`config.mk`:
```
export PLATFORM = sky130hd
export DESIGN_NAME = acrs_ram
export DESIGN_NICKNAME = d
export VERILOG_FILES = /design/src/rtl/core/acrs_ram.sv
export SDC_FILE = /design/constraint.sdc
export NUM_CORES = 1
export LEC_CHECK = 0
export BUFFER_PORTS_ARGS = -buffer_cell sky130_fd_sc_hd__buf_2
export CAP_MARGIN = 0
export CORE_UTILIZATION = 55
export CTS_CLUSTER_DIAMETER = 30
export DETAILED_ROUTE_END_ITERATION = 8
export PLACE_DENSITY = 0.74
export SYNTH_ARGS = -nofsm -noshare
export SYNTH_HDL_FRONTEND = slang
export SYNTH_SLANG_ARGS = --single-unit
```
`constraint.sdc`:
```
create_clock -name i_clk -period 2.3 [get_ports i_clk]
set_input_delay 0.46 -clock i_clk [delete_from_list [all_inputs] [get_ports i_clk]]
set_output_delay 0.46 -clock i_clk [all_outputs]
set_load 0.005 [all_outputs]
```
`src/rtl/core/acrs_ram.sv`:
```
// Generic single-clock RAM with one write port and one registered read port.
// No dependencies.
module acrs_ram #(
    parameter int WIDTH = 8,
    parameter int DEPTH = 16
) (
    input  logic                                       i_clk,
    input  logic                                       i_wr_en,
    input  logic [((DEPTH > 1) ? $clog2(DEPTH) : 1)-1:0] i_wr_addr,
    input  logic [WIDTH-1:0]                           i_wr_data,
    input  logic                                       i_rd_en,
    input  logic [((DEPTH > 1) ? $clog2(DEPTH) : 1)-1:0] i_rd_addr,
    output logic [WIDTH-1:0]                           o_rd_data
);

    logic [WIDTH-1:0] r_mem [DEPTH];
    logic [WIDTH-1:0] r_rd_data;

    always_ff @(posedge i_clk) begin
        if (i_wr_en) begin
            r_mem[i_wr_addr] <= i_wr_data;
        end
        if (i_rd_en) begin
            r_rd_data <= r_mem[i_rd_addr];
        end
    end

    assign o_rd_data = r_rd_data;

endmodule

```
* Word level (Yosys, flattened, before mapping)
Memory sizes are Yosys's and may differ from the RTL's. A register that Yosys moved wholly into a read port is not among the register bits.
Index checks and enable logic that the tools add are counted.
** Operators by class
- Muxes and demuxes :: 2
** Operator list (number)
- two-way mux 1 bit :: 2
** Word-level totals
- Bits in registers :: 0
- Bits in writable memories :: 128
- Input port bits :: 19
- Output and inout port bits :: 8
- Memories kept :: 1
** Memory list
- r_mem :: words 16, bits a word 8, read ports 1, clocked after memory_dff 1, wr ports 1, line 16 : logic [WIDTH-1:0] r_mem [DEPTH];

* Logic depth before layout (Yosys ltp)
- Word-level depth :: 2
- Depth in mapped cells :: 5
- Mapped depth without buffers :: 3

* Worst setup path before layout
Ideal clock, no wire load.
- Path kind :: input to register
- Start :: in i_wr_addr[2] (netlist name)
- End :: mem r_mem[0][0] (enable)
- Library setup time :: 383 ps
- Arrival time :: 1570 ps
- Slack :: 347 ps
- Stages :: 2
- Buffers on the path :: 0
- Path through :: or3b_2 nor3_1
** RTL lines
- from (decl) :: line 9 : input logic [((DEPTH > 1) ? $clog2(DEPTH) : 1)-1:0] i_wr_addr,
- to (decl) :: line 16
No word-level cell before the write port.

==> reports/results.txt <==
Grt peak-use layer - met2
Initial antenna violation count - 0
DIE WIDTH - 99.5 um
Initial core utilization - 56.6%
WHS - 0.312 ns
Core Box Area - 0.00924 sq mm
Detailed Place HPWL - 5940 um
Fin worst setup slack - 0.734 ns
PwrDens - 933 mW/mm^2
Total placed cells including tap cells - 395
Placed cell areas - 0.00562 sq mm
Critical Path RT - 2.57 ns
Clock slew at reported path FFs - 0.06 ns
Non-Filler Instances - 426
IO Pins - 27
Reg2Reg Depth - 3
WL/cell - 24.0 um
Die footprint - 0.00990 sq mm
Largest net degree at the start of global routing - 33
Remaining antenna violation count - 0
Reg-to-reg endpoint - o_rd_data[5]
Latest clock arrival within the worst-skew pair - 0.53 ns
Worst Tran Pin Value - 0.388 ns
Hold path start - i_wr_data[1]
Status - finished clean
Hold/Removal Path Class - in2reg
Setup TNS - 0 ns
RSZ-0062 raised after global routing - false
Final setup violation count - 0
Die Y - 99.5 um
Clk buf depth - 2
Fin crit period - 1.57 ns
GR Overflow Total - 0
Post_cts resized - 0
R2r setup slk - 0.73 ns
Pre-CTS setup slack - 0.257 ns
CTS root buf - clkbuf_8
Htree depth - 4
Most common cell after layout, fill and taps aside - edfxtp_1
Grt met3 use - 8.15%
Max Clk Rate - 639 MHz
Max-Cap Viols - 0
Total setup buffers inserted after CTS - 0
Hold path cells - 1
GP Congestion - 0.741
TritonCTS clock tree - built
N_diodes - 0
Vias in the first global route - 2603
Leak pwr - 2.12 nW
Mapped Nets - 248
Rows - 35
Final Hold Fails - 0
Synth area leaders - edfxtp_1 (78%), mux4_2 (7.8%), mux4_1 (7.0%)
Peak supply drop - 0.612 mV
Worst Setup Start Kind - flip-flop
Final period util - 68.1%
First-pass GRT wire length - 15400 um
Port Buffers - 26
Starting DRC count in detailed routing - 224
Hold path endpoint - r_mem[12][1]
Cts hold-fix bufs - 0
Net count, final - 304
Synthesized area - 0.00523 sq mm
Crit Path Max Fanout - 1
Total CTS buffers - 17
Clock sink count - 136
Filler Cells Inserted - 582
Clock Skew - 0.0107 ns
Final Cell Area - 0.00621 sq mm
Yosys cell types - 18
Critical path, cell by cell - mux4_1, a22oi_1, nand2_1
FF-to-FF Start - r_mem[2][5]
Avg Cell Area, Syn - 22.8 sq um
Max_slew headroom - 74.1%
Post-synth top area cell - edfxtp_1
Number of synthesized register bits - 136
Area Overhead vs Synth - 18.8%
CP max stage delay - 0.50 ns
DRT Pass-1 Iters - 4
Commonest cells after routing, fill and taps aside - edfxtp_1 (136), buf_2 (26), buf_4 (19)
Worst setup EP type - flip-flop
Register area share after synthesis - 78.1%
DR vias - 2520
Slowest cell on the critical path - mux4_1
Final WL - 10200 um
Grt met2 use - 34.9%
Slew Viols, Final - 0
Synth warnings - 0
Met1 track demand over resource - 31.5%
Share of layout cells above drive strength 1 - 31.6%
Synth top area share - 78.1%
Post-Synthesis Cells - 229
Tot GR Track Use - 23.3%
Via-per-instance ratio - 5.92
WP data arrival - 1.84 ns
Critical path class - reg2reg
Residual DRC - 0
-- worst max-delay path, delay by kind of cell, from the launching register on --
family           cells  cell delay [ns]
AND/OR/NAND/NOR      1             0.09
AO/OA/AOI/OAI        1             0.31
multiplexers         1             0.50
flip-flops           1             0.41
-- cell families after synthesis --
logic type	after synthesis	synth area share [%]
and+or+nand+nor	35	3.14
muxes	32	14.8
buffers and inverters	10	1.65
DFF	136	78.1
AOI/OAI and AO/OA	16	2.30
-- worst max path at each step --
| stage | startpoint | depth (start not counted) | end |
|---|---|---|---|
| after floorplan | i_wr_addr[2] | 2 | r_mem[0][0] |
| after global placement | i_rd_addr[0] | 5 | o_rd_data[5] |
| after detailed placement | i_rd_addr[0] | 5 | o_rd_data[0] |
| after CTS | o_rd_data[6] | 1 | o_rd_data[6] |
| after global routing | o_rd_data[6] | 1 | o_rd_data[6] |
| final | r_mem[2][5] | 3 | o_rd_data[5] |
-- state kept, by name, indices dropped and copies added (netlist names) --
register,count
r_mem,128
o_rd_data,8
-- power breakdown --
| part | switching, mW | internal [mW] | leakage, nW | total [mW] |
|---|---|---|---|---|
| Sequential | 0.0169 | 2.79 | 1.24 | 2.81 |
| Combinational | 0.143 | 0.111 | 0.593 | 0.254 |
| Clock | 0.985 | 1.75 | 0.286 | 2.73 |
-- synthesized netlist by cell type --
cell and number:
buf_2 3, mux4_1 14, a22oi_1 16, mux4_2 18
clkdlybuf4s25_2 3, nand3_1 1, nor2_1 13, edfxtp_1 136
or3b_2 1, nor3_1 4, nand2b_1 2, nor2b_1 1
nand3b_1 2, and2_1 1, buf_4 1, buf_6 3
nand2_1 9, and2b_1 1
-- metrics by stage --
stage                     util, %  power (mW)
after global routing         67.2        5.95
after detailed placement     60.8        3.12
after CTS                    67.2        5.84
after global placement       60.8        3.10
after floorplan                 -        3.00
final                        67.2        5.80
-- per-layer routing --
metal / vias to the layer above / share of wire, %
li1: 1091 / -
met1: 1297 / 43
met2: 114 / 50
met3: 18 / 5.6
met4: 0 / 1.8
met5: - / 0
-- final cells by class --
class	count	area (sq um)	share of cell area (%)
timing repair buffer	47	313	5.04
multi-input combinational	83	1060	17.0
clock buffer	18	418	6.73
sequential	136	4080	65.7
clock inverter	13	179	2.88
tap	129	161	2.60
Power figures use the tool's default switching activity.
